$ cat src/sv/tpd_pkg.sv
package tpd_pkg;

    localparam int PadW   = 4;
    localparam int ChanW  = 3;
    localparam int TimeW  = 32;
    localparam int ThreshW = 8;

    localparam logic [ThreshW-1:0] THRESHOLD_RESET = 8'd3;

    // Pad bit positions in a mask
    localparam int PAD_UP_BIT    = 0;
    localparam int PAD_DOWN_BIT  = 1;
    localparam int PAD_LEFT_BIT  = 2;
    localparam int PAD_RIGHT_BIT = 3;

    localparam logic [PadW-1:0] PAD_UP    = 4'b0001;
    localparam logic [PadW-1:0] PAD_DOWN  = 4'b0010;
    localparam logic [PadW-1:0] PAD_LEFT  = 4'b0100;
    localparam logic [PadW-1:0] PAD_RIGHT = 4'b1000;

    // Event channel codes
    localparam logic [ChanW-1:0] CH_NONE  = 3'd0;
    localparam logic [ChanW-1:0] CH_UP    = 3'd1;
    localparam logic [ChanW-1:0] CH_DOWN  = 3'd2;
    localparam logic [ChanW-1:0] CH_LEFT  = 3'd3;
    localparam logic [ChanW-1:0] CH_RIGHT = 3'd4;

    typedef logic [PadW-1:0]  pad_mask_t;
    typedef logic [ChanW-1:0] chan_t;
    typedef logic [TimeW-1:0] tick_t;

endpackage

$ cat src/sv/tpd_in_if.sv
interface tpd_in_if;
    import tpd_pkg::*;

    logic      valid;
    logic      ready;
    pad_mask_t pad_mask;
    tick_t     now_ms;

    modport source (output valid, output pad_mask, output now_ms, input ready);
    modport sink   (input valid, input pad_mask, input now_ms, output ready);
endinterface

$ cat src/sv/tpd_out_if.sv
interface tpd_out_if;
    import tpd_pkg::*;

    logic      valid;
    logic      ready;
    chan_t     channel;
    logic      pressed;
    tick_t     press_tick;
    tick_t     release_tick;
    pad_mask_t confirmed_mask;

    modport source (
        output valid, output channel, output pressed, output press_tick,
        output release_tick, output confirmed_mask, input ready
    );
    modport sink (
        input valid, input channel, input pressed, input press_tick,
        input release_tick, input confirmed_mask, output ready
    );
endinterface

$ cat src/sv/tpd_resolve.sv
module tpd_resolve (
    input  tpd_pkg::pad_mask_t mask,
    input  tpd_pkg::pad_mask_t prev_mask,
    output tpd_pkg::chan_t     channel
);
    import tpd_pkg::*;

    // Order up, down, left, right
    function automatic chan_t chan_direct(input pad_mask_t m);
        chan_t c;
        if (m[PAD_UP_BIT])
            c = CH_UP;
        else if (m[PAD_DOWN_BIT])
            c = CH_DOWN;
        else if (m[PAD_LEFT_BIT])
            c = CH_LEFT;
        else if (m[PAD_RIGHT_BIT])
            c = CH_RIGHT;
        else
            c = CH_NONE;
        return c;
    endfunction

    // Order down, up, left, right
    function automatic chan_t chan_priority(input pad_mask_t m);
        chan_t c;
        if (m[PAD_DOWN_BIT])
            c = CH_DOWN;
        else if (m[PAD_UP_BIT])
            c = CH_UP;
        else if (m[PAD_LEFT_BIT])
            c = CH_LEFT;
        else if (m[PAD_RIGHT_BIT])
            c = CH_RIGHT;
        else
            c = CH_NONE;
        return c;
    endfunction

    pad_mask_t rising;
    logic      mask_single;
    logic      rise_single;
    logic      rise_multi;

    assign rising      = mask & ~prev_mask;
    assign mask_single = $onehot(mask);
    assign rise_single = $onehot(rising);
    assign rise_multi  = (rising != '0) && !rise_single;

    always_comb
    begin
        if (mask == '0)
            channel = CH_NONE;
        else if (mask_single)
            channel = chan_direct(mask);
        else if (rise_single)
            channel = chan_direct(rising);
        else if (rise_multi)
            channel = chan_priority(rising);
        else if (mask == (PAD_UP | PAD_DOWN))
            // held pair: slide continues away from the pad held alone before
            channel = (prev_mask == PAD_UP) ? CH_DOWN : CH_UP;
        else if (mask == (PAD_LEFT | PAD_RIGHT))
            channel = (prev_mask == PAD_LEFT) ? CH_RIGHT : CH_LEFT;
        else
            channel = chan_priority(mask);
    end
endmodule

$ cat src/sv/touch_pad_debounce_event.sv
// Touch pad debouncer and event generator. Each transfer on poll carries a
// 4-bit raw pad mask (bit0 up, bit1 down, bit2 left, bit3 right) and a
// millisecond tick; each one yields exactly one transfer on evt with the
// resolved channel, press/hold/release flag, press and release ticks and the
// debounced mask. A mask is confirmed once threshold equal samples in a row
// have been seen (a new mask counts as the first, so at least two are needed).
// A change of channel while pressed gives a release, and the following poll
// gives the new press without being debounced. One poll is taken per clock
// while evt is not stalled; a poll waits in the input register until the
// result stage is free for it. The threshold is written through
// threshold_we/threshold_wdata (reset 3) and must only change while idle.
module touch_pad_debounce_event (
    input  logic                clk,
    input  logic                rst_n,
    input  logic                threshold_we,
    input  logic [7:0]          threshold_wdata,
    tpd_in_if.sink              poll,
    tpd_out_if.source           evt
);
    import tpd_pkg::*;

    logic [ThreshW-1:0] threshold_reg;

    // input stage
    logic      s1_valid_reg;
    pad_mask_t s1_mask_reg;
    tick_t     s1_now_reg;

    // persistent state
    pad_mask_t          candidate_reg, candidate_next;
    logic [ThreshW-1:0] count_reg, count_next;
    pad_mask_t          stable_reg, stable_next;
    pad_mask_t          prev_stable_reg, prev_stable_next;
    chan_t              held_chan_reg, held_chan_next;
    logic               held_reg, held_next;
    tick_t              held_time_reg, held_time_next;
    chan_t              queued_reg, queued_next;

    // result stage
    logic      out_valid_reg;
    chan_t     out_chan_reg, out_chan_next;
    logic      out_pressed_reg, out_pressed_next;
    tick_t     out_ptime_reg, out_ptime_next;
    tick_t     out_rtime_reg, out_rtime_next;

    logic               advance;
    logic [ThreshW-1:0] count_inc;
    pad_mask_t          db_stable;
    chan_t              res_chan;

    assign advance    = s1_valid_reg && (!out_valid_reg || evt.ready);
    assign poll.ready = !s1_valid_reg || advance;

    assign evt.valid          = out_valid_reg;
    assign evt.channel        = out_chan_reg;
    assign evt.pressed        = out_pressed_reg;
    assign evt.press_tick     = out_ptime_reg;
    assign evt.release_tick   = out_rtime_reg;
    assign evt.confirmed_mask = stable_reg;

    always_ff @(posedge clk or negedge rst_n)
    begin
        if (!rst_n)
            threshold_reg <= THRESHOLD_RESET;
        else if (threshold_we)
            threshold_reg <= threshold_wdata;
    end

    // Debounce step: feeds the resolver with the stable mask after this poll
    always_comb
    begin
        count_inc = (count_reg < threshold_reg) ? count_reg + 1'b1 : count_reg;
        db_stable = stable_reg;
        if (s1_mask_reg == candidate_reg)
        begin
            if (count_inc >= threshold_reg)
                db_stable = candidate_reg;
        end
    end

    tpd_resolve u_resolve (
        .mask      (db_stable),
        .prev_mask (prev_stable_reg),
        .channel   (res_chan)
    );

    always_comb
    begin
        candidate_next   = candidate_reg;
        count_next       = count_reg;
        stable_next      = stable_reg;
        prev_stable_next = prev_stable_reg;
        held_chan_next   = held_chan_reg;
        held_next        = held_reg;
        held_time_next   = held_time_reg;
        queued_next      = queued_reg;
        out_chan_next    = CH_NONE;
        out_pressed_next = 1'b0;
        out_ptime_next   = '0;
        out_rtime_next   = '0;

        if (queued_reg != CH_NONE)
        begin
            // emit the queued press; this poll's mask is dropped
            out_chan_next    = queued_reg;
            out_pressed_next = 1'b1;
            out_ptime_next   = s1_now_reg;
            held_chan_next   = queued_reg;
            held_next        = 1'b1;
            held_time_next   = s1_now_reg;
            queued_next      = CH_NONE;
        end
        else
        begin
            if (s1_mask_reg == candidate_reg)
                count_next = count_inc;
            else
            begin
                candidate_next = s1_mask_reg;
                count_next     = 8'd1;
            end
            stable_next      = db_stable;
            prev_stable_next = db_stable;

            if (res_chan != CH_NONE)
            begin
                if (!held_reg)
                begin
                    out_chan_next    = res_chan;
                    out_pressed_next = 1'b1;
                    out_ptime_next   = s1_now_reg;
                    held_chan_next   = res_chan;
                    held_next        = 1'b1;
                    held_time_next   = s1_now_reg;
                end
                else if (res_chan != held_chan_reg)
                begin
                    // release the old channel, queue the new press
                    out_chan_next  = held_chan_reg;
                    out_ptime_next = held_time_reg;
                    out_rtime_next = s1_now_reg;
                    queued_next    = res_chan;
                    held_chan_next = CH_NONE;
                    held_next      = 1'b0;
                    held_time_next = '0;
                end
                else
                begin
                    out_chan_next    = held_chan_reg;
                    out_pressed_next = 1'b1;
                    out_ptime_next   = held_time_reg;
                end
            end
            else if (held_reg)
            begin
                out_chan_next  = held_chan_reg;
                out_ptime_next = held_time_reg;
                out_rtime_next = s1_now_reg;
                held_chan_next = CH_NONE;
                held_next      = 1'b0;
                held_time_next = '0;
            end
        end
    end

    always_ff @(posedge clk or negedge rst_n)
    begin
        if (!rst_n)
        begin
            s1_valid_reg    <= 1'b0;
            out_valid_reg   <= 1'b0;
            candidate_reg   <= '0;
            count_reg       <= '0;
            stable_reg      <= '0;
            prev_stable_reg <= '0;
            held_chan_reg   <= CH_NONE;
            held_reg        <= 1'b0;
            held_time_reg   <= '0;
            queued_reg      <= CH_NONE;
        end
        else
        begin
            if (poll.valid && poll.ready)
                s1_valid_reg <= 1'b1;
            else if (advance)
                s1_valid_reg <= 1'b0;

            if (advance)
                out_valid_reg <= 1'b1;
            else if (evt.ready)
                out_valid_reg <= 1'b0;

            if (advance)
            begin
                candidate_reg   <= candidate_next;
                count_reg       <= count_next;
                stable_reg      <= stable_next;
                prev_stable_reg <= prev_stable_next;
                held_chan_reg   <= held_chan_next;
                held_reg        <= held_next;
                held_time_reg   <= held_time_next;
                queued_reg      <= queued_next;
            end
        end
    end

    // payload registers
    always_ff @(posedge clk)
    begin
        if (poll.valid && poll.ready)
        begin
            s1_mask_reg <= poll.pad_mask;
            s1_now_reg  <= poll.now_ms;
        end
        if (advance)
        begin
            out_chan_reg    <= out_chan_next;
            out_pressed_reg <= out_pressed_next;
            out_ptime_reg   <= out_ptime_next;
            out_rtime_reg   <= out_rtime_next;
        end
    end
endmodule

$ cat src/flat_wrapper.sv
// flat-port wrapper written by rule: the top's interface ports become plain ports
module touch_pad_debounce_event_flat import tpd_pkg::*;
  (clk, rst_n, threshold_we, threshold_wdata, poll_valid, poll_pad_mask, poll_now_ms, poll_ready, evt_valid, evt_channel, evt_pressed, evt_press_tick, evt_release_tick, evt_confirmed_mask, evt_ready);
  tpd_in_if poll_i ();
  tpd_out_if evt_i ();
  input  logic clk;
  input  logic rst_n;
  input  logic threshold_we;
  input  logic [7:0] threshold_wdata;
  input wire logic [$bits(poll_i.valid)-1:0] poll_valid;
  input wire logic [$bits(poll_i.pad_mask)-1:0] poll_pad_mask;
  input wire logic [$bits(poll_i.now_ms)-1:0] poll_now_ms;
  output wire logic [$bits(poll_i.ready)-1:0] poll_ready;
  output wire logic [$bits(evt_i.valid)-1:0] evt_valid;
  output wire logic [$bits(evt_i.channel)-1:0] evt_channel;
  output wire logic [$bits(evt_i.pressed)-1:0] evt_pressed;
  output wire logic [$bits(evt_i.press_tick)-1:0] evt_press_tick;
  output wire logic [$bits(evt_i.release_tick)-1:0] evt_release_tick;
  output wire logic [$bits(evt_i.confirmed_mask)-1:0] evt_confirmed_mask;
  input wire logic [$bits(evt_i.ready)-1:0] evt_ready;
  assign poll_i.valid = poll_valid;
  assign poll_i.pad_mask = poll_pad_mask;
  assign poll_i.now_ms = poll_now_ms;
  assign poll_ready = poll_i.ready;
  assign evt_valid = evt_i.valid;
  assign evt_channel = evt_i.channel;
  assign evt_pressed = evt_i.pressed;
  assign evt_press_tick = evt_i.press_tick;
  assign evt_release_tick = evt_i.release_tick;
  assign evt_confirmed_mask = evt_i.confirmed_mask;
  assign evt_i.ready = evt_ready;
  touch_pad_debounce_event u_core (.clk(clk), .rst_n(rst_n), .threshold_we(threshold_we), .threshold_wdata(threshold_wdata), .poll(poll_i), .evt(evt_i));
endmodule
$ cat config.mk
export PLATFORM = sky130hd
export DESIGN_NAME = touch_pad_debounce_event_flat
export DESIGN_NICKNAME = d
export VERILOG_FILES = /design/src/sv/tpd_pkg.sv /design/src/sv/tpd_in_if.sv /design/src/sv/tpd_out_if.sv /design/src/sv/tpd_resolve.sv /design/src/sv/touch_pad_debounce_event.sv /design/src/flat_wrapper.sv
export SDC_FILE = /design/constraint.sdc
export NUM_CORES = 1
export LEC_CHECK = 0
export BUFFER_PORTS_ARGS = -buffer_cell sky130_fd_sc_hd__buf_2
export CORE_ASPECT_RATIO = 1.2
export CORE_MARGIN = 2
export CORE_UTILIZATION = 39
export CTS_BUF_LIST = sky130_fd_sc_hd__clkbuf_8 sky130_fd_sc_hd__clkbuf_16
export CTS_CLUSTER_DIAMETER = 200
export DETAILED_ROUTE_END_ITERATION = 8
export SYNTH_ARGS = -nofsm -noshare
export SYNTH_HDL_FRONTEND = slang
export SYNTH_HIERARCHICAL = 1
export SYNTH_SLANG_ARGS = --single-unit
export TNS_END_PERCENT = 20
$ cat constraint.sdc
create_clock -name clk -period 13.4 [get_ports clk]
set_input_delay 1.34 -clock clk [delete_from_list [all_inputs] [get_ports clk]]
set_output_delay 1.34 -clock clk [all_outputs]
set_load 0.01 [all_outputs]
# [Word level (Yosys, flattened, before mapping)]
# Cells that the tools add are included.
[op_classes] add_sub_neg=7 n_lt_le_gt_ge=2 eq_ne=9 n_mux=58 bitwise=4 reduce_logical=22
[ops] op="$mux W32" n=13
[ops] op="$mux W3" n=32
[ops] op="$mux W8" n=2
[ops] op="$reduce_bool A2 Y1" n=5
[ops] op="$reduce_bool A3 Y1" n=3
[ops] op="$add A1 B1 Y2" n=4
[ops] op="$add A8 B1 Y8 const B" n=1
[ops] op="$ge A8 B8 Y1" n=1
[ops] op="$lt A8 B8 Y1" n=1
[ops] op="$mux W1" n=8
[ops] op="$mux W4" n=2
[ops] op="$add A2 B2 Y3" n=2
[ops] op="$eq A3 B1 Y1 const B" n=2
[ops] op="$reduce_and A3 Y1" n=2
[ops] op="$and A4 B4 Y4" n=1
[ops] op="$eq A4 B1 Y1 const B" n=1
[ops] op="$eq A4 B2 Y1 const B" n=1
[ops] op="$eq A4 B3 Y1 const B" n=1
[ops] op="$eq A4 B4 Y1" n=1
[ops] op="$eq A4 B4 Y1 const B" n=1
[ops] op="$logic_not A4 Y1" n=1
[ops] op="$ne A4 B4 Y1 const B" n=1
[ops] op="$not A4 Y4" n=1
[ops] op="$reduce_and A4 Y1" n=1
[ops] op="other kinds (8)" n=14
[totals] regBits=169 inputBits=49 output_inout_bits=74 word_cells=118

# [Longest topological paths before layout]
[depth] ltp_word=20 mapped_depth=30

# [Modules after synthesis]
# Netlist, hierarchy kept.
[modules_own_cells] mod="touch_pad_debounce_event" instances=1 cells_per_inst=571 area_per_inst_um2=7038.0 seq_area_each_um2=4752.1
[modules_own_cells] mod="tpd_resolve" instances=1 cells_per_inst=61 area_per_inst_um2=460.4 seq_area_each_um2=0.0

# [Worst setup path before layout]
# Ideal clock, no wire load.
[synth_timing] path_kind="reg-to-reg" startpoint="reg u_core.threshold_reg[1]" endpoint="reg u_core.held_time_reg[2]" setup_ns=0.126 arrival_time_ns=6.450 required_ns=13.274 setup_slack_ns=6.823 stages_incl_launch_ff=29 n_path_buf=2 synth_period_minus_slack_ns=6.577 path_cell_list="dfstp_2 inv_1 ha_1 a211oi_1 o21ai_1 a211oi_2 buf_2 mux2_2 ha_1 inv_1 o21ai_0 a21oi_1 a211o_1 mux2_2 nor2b_1 inv_1 ha_1 ha_1 ha_1 ha_1 nor3b_1 or4b_4 or2_0 a221oi_2 xnor2_1 nand4_2 o221ai_2 clkbuf_2 o21ai_0"
[synth_between] elab_chain_len=18 elab_cells_between_ends=45
[synth_rtl] element="start, declared" line="touch_pad_debounce_event.sv:22" text="logic [ThreshW-1:0] threshold_reg;"
[synth_rtl] element="start signal, assigned" line="touch_pad_debounce_event.sv:66" text="threshold_reg <= threshold_wdata;"
[synth_rtl] element="$lt A8 B8 Y1" line="touch_pad_debounce_event.sv:72" text="count_inc = (count_reg < threshold_reg) ? count_reg + 1'b1 : count_reg;"
[synth_rtl] element="$mux W8" line="touch_pad_debounce_event.sv:72"
[synth_rtl] element="$ge A8 B8 Y1 *" line="touch_pad_debounce_event.sv:76" text="if (count_inc >= threshold_reg)"
[synth_rtl] element="$mux W4 *" line="touch_pad_debounce_event.sv:76"
[synth_rtl] element="$mux W4 *" line="touch_pad_debounce_event.sv:74" text="if (s1_mask_reg == candidate_reg)"
[synth_rtl] element="net u_core.db_stable[1]" line="touch_pad_debounce_event.sv:48" text="pad_mask_t db_stable;"
[synth_rtl] element="$and A4 B4 Y4" line="tpd_resolve.sv:45" text="assign rising = mask & ~prev_mask;"
[synth_rtl] element="$add A1 B1 Y2 (implied by the code)" line="tpd_resolve.sv:47" text="assign rise_single = $onehot(rising);"
[synth_rtl] element="[... 4 more ...]"
[synth_rtl] element="$mux W3" line="tpd_resolve.sv:58" text="else if (rise_multi)"
[synth_rtl] element="$mux W3" line="tpd_resolve.sv:56" text="else if (rise_single)"
[synth_rtl] element="$mux W3" line="tpd_resolve.sv:54" text="else if (mask_single)"
[synth_rtl] element="$mux W3 *" line="tpd_resolve.sv:52" text="if (mask == '0)"
[synth_rtl] element="net u_core.res_chan[2]" line="touch_pad_debounce_event.sv:49" text="chan_t res_chan;"
[synth_rtl] element="$ne A3 B3 Y1 or $reduce_bool A3 Y1 (tied branches)" line="touch_pad_debounce_event.sv:136, touch_pad_debounce_event.sv:125"
[synth_rtl] element="$ne A4 B4 Y1 (no source line), or another cell as far along"
[synth_rtl] element="$reduce_and A3 Y1 (no source line) or $mux W32 (tied branches)"
[synth_rtl] element="end signal, assigned" line="touch_pad_debounce_event.sv:201" text="held_time_reg <= held_time_next;"
[synth_rtl] element="end, declared" line="touch_pad_debounce_event.sv:36" text="tick_t held_time_reg, held_time_next;"
# Mark *: on every way through the listed nets, which the timed path passes. The rest lies on a longest branch.
# A chain may end at the register's enable or synchronous reset.

# [Worst setup path in the final report]
[layout_timing] startpoint="reg u_core.threshold_reg[1]" endpoint="reg u_core.held_time_reg[8]"
# Same word-level chain as after synthesis.

==> results.md <==
* Mapped Cells at ~630
* DP Area at around 8300 um^2
* Detailed-placement wirelength estimate at about 11000 um
* Reg area at between 4000 and 5000 um^2
* Final slew viol count at 0
* CP Class: reg2reg
* Overflow after GRT at 0
* Post-synth EDFFs at roughly 100
* Clock share of power at 0.362
* Number of max-cap violations at 0
* CP endpoint kind: flop
* Synth warn at 6
* Fin nets at between 800 and 900
* Synth cell count leaders: nand2_1 (158), edfxtp_1 (104), dfrtp_1 (63)
* Pwr/cell area at roughly 150 nW/um^2
* Worst vdd ir at 0.09083 mV
* Clk slew on worst S/H paths at 60 ps
* Crit share post-route at 0.6338
* I/O Buffers at approximately 120
* Area leader, netlist: edfxtp_1
* CTS Hold Buffers Added at 0
* Final Wtd Congestion at 0.8949
* H-tree levels at 4
* Drt total wl at between 15000 and 20000 um
* Comb pwr share at 0.155
* Non-filler cells, final at 1017
* Die area at ~20000 um^2
* Starting DRC count in detailed routing at around 400
* Synth Cell Area at 7498 um^2
* Seq/Total Area, Yosys at 0.6337
* RSZ-0062 raised after global routing: no
* Worst slack, placed at about 5000 ps
* IO Count at 123
* Internal at around 0.96 mW
* Reg power frac at 0.483
* Switching Power at between 0.3 and 0.4 mW
* Ant diodes at 0
* Height of the die at ~160 um
* Final setup viols at 0
* Fmax at between 100 and 150 MHz
* Setup tns final at 0 ps
* Layout cell share with drive strength beyond 1 at 0.2497
* Row count at 55
* Yosys cell types at 58
* Power Total at ~1.3 mW
* Post-route ant nets at 0
* Post-CTS setup buffers at 0
* Crit path DAT at ~9000 ps
* Predominant post-synthesis flop cell: edfxtp_1
* P&R area growth vs syn at 18.81%
* Fin Hold WS at 479.2 ps
* Buffer type at the clock tree root: clkbuf_16
* Post-synth top area share at 0.4165
* Post-CTS Resized at 0
* Ranking of synthesized cells by area: edfxtp_1 (42%), dfrtp_1 (21%), nand2_1 (7.9%)
* Fraction of registers with async set/reset at 0.3846
* FILL cells at ~1700
* Die Wd at 130.6 um
* Mapped Nets at ~700
* Final WS setup at just under 5000 ps
* Switching Share at 0.2681
* Cells after DPL at 985
* All-Layer GR Usage at 0.1632
* # DRC at 0
* Global-route wire length before repair at ~25000 um
* Initial antenna violation count at 0
* Slew @ Worst Pin at roughly 1100 ps
* Vias in the first global route at 4977
* Static Leak at around 4 nW
* CTS sink cnt at 169
* Drt first pass iters at 5
* Multi-input logic area at around 2600 um^2
* Worst-Skew Late Latency at 420 ps
* Worst R2R Setup Slack at slightly below 5000 ps
* CP required at 13670 ps
* Slew margin rel. at 0.2937
* Core box area at roughly 19000 um^2
* Largest net degree at the start of global routing at slightly above 70
* DR vias at approximately 5100
* Worst Hold Class: reg2reg
* TritonCTS Buffers at 17
* CTS Buffer Depth at 2
* Most frequent cell after synthesis: nand2_1
* DR vias/cell at 4.995
* Starting Density at 0.3977
* Crit Path Max Fanout at 70
* CTS tree: built
* Avg WL per Cell at roughly 16 um
* Syn avg cell area at roughly 12 um^2
* Final min period at roughly 8500 ps
* Post-route cell area at 8909 um^2
* Final Hold Vio Count at 0
* Crit start category: flop
* Fin util at 0.4725
* Synth Register Bits at roughly 170
* Outcome: complete, no violations
* Clock skew at a little over 9 ps
## power by group through the flow
stage	Sequential [mW]	Combinational (mW)	Clock (mW)
floorplan	0.650	0.130	0
global placement	0.645	0.198	0
detailed placement	0.645	0.205	0
CTS	0.635	0.206	0.489
global route	0.640	0.230	0.507
finish	0.635	0.205	0.476
## worst paths after layout
path / start / to / depth (start not counted)
hold reg to reg: u_core/held_time_reg[27] / u_core/held_time_reg[27] / 2
max in group asynchronous: rst_n / u_core/held_time_reg[29] / 1
min in group asynchronous: rst_n / u_core/count_reg[1] / 1
setup / recovery: u_core/threshold_reg[1] / u_core/held_time_reg[8] / 27
setup reg to reg: u_core/threshold_reg[1] / u_core/held_time_reg[8] / 27
hold / removal: u_core/held_time_reg[27] / u_core/held_time_reg[27] / 2
## routing by layer
metal | up-vias | GRT usage | share of wire
li1 | 2488 | - | -
met1 | 2399 | 0.2029 | 0.43
met2 | 166 | 0.2748 | 0.50
met3 | 27 | 0.03944 | 0.056
met4 | 0 | 0.06130 | 0.017
met5 | - | 0 | 0
## worst max-delay path: stages, from the launching register on
cell	delay, ps
dfstp_2	510
inv_1	70
ha_1	200
a211oi_1	220
o21ai_1	110
a211oi_2	190
buf_4	270
mux2_2	360
ha_1	270
inv_1	40
o21ai_0	160
a21oi_1	100
a211o_1	370
mux2_2	310
nor2b_1	290
inv_1	140
ha_1	310
ha_1	310
ha_1	200
ha_1	280
nor3b_1	530
o21ai_0	190
a311oi_1	720
xnor2_1	230
nand4_2	700
o221ai_4	450
buf_4	550
o21ai_0	210
## logic make-up (layout without fill, tap and decap cells)
logic type      Yosys count  after routing  synth area share
compound gates          110            110           0.09261
xor+xnor                 14             14           0.01635
fa+ha+maj                25             25           0.04272
buf+inv                  47            176           0.02903
flops                   169            169            0.6337
mux                      17             17           0.02503
simple gates            250            250            0.1605
## cell type report
cell class | instances | area share
well taps | 256 | 0.03596
multi-input cells | 416 | 0.2867
clock inverters | 14 | 0.01503
repair buffers | 125 | 0.07135
flip-flops and latches | 169 | 0.5334
clock buffers | 18 | 0.04930
inverters | 19 | 0.008287
## layout by cell type (no fill, tap or decap), drive strengths merged, types with 5 or more instances in the layout
cell type / count
ha: 24
inv: 26
a21oi: 11
a31oi: 9
o21ai: 57
nand2b: 8
edfxtp: 104
a211oi: 6
xnor2: 14
buf: 125
dfrtp: 63
nand3: 6
nor2: 9
nand2: 158
nor3: 6
and3: 40
mux2: 14
a21o: 5
clkbuf: 18
No activity file was read; power rests on OpenSTA's default activity.
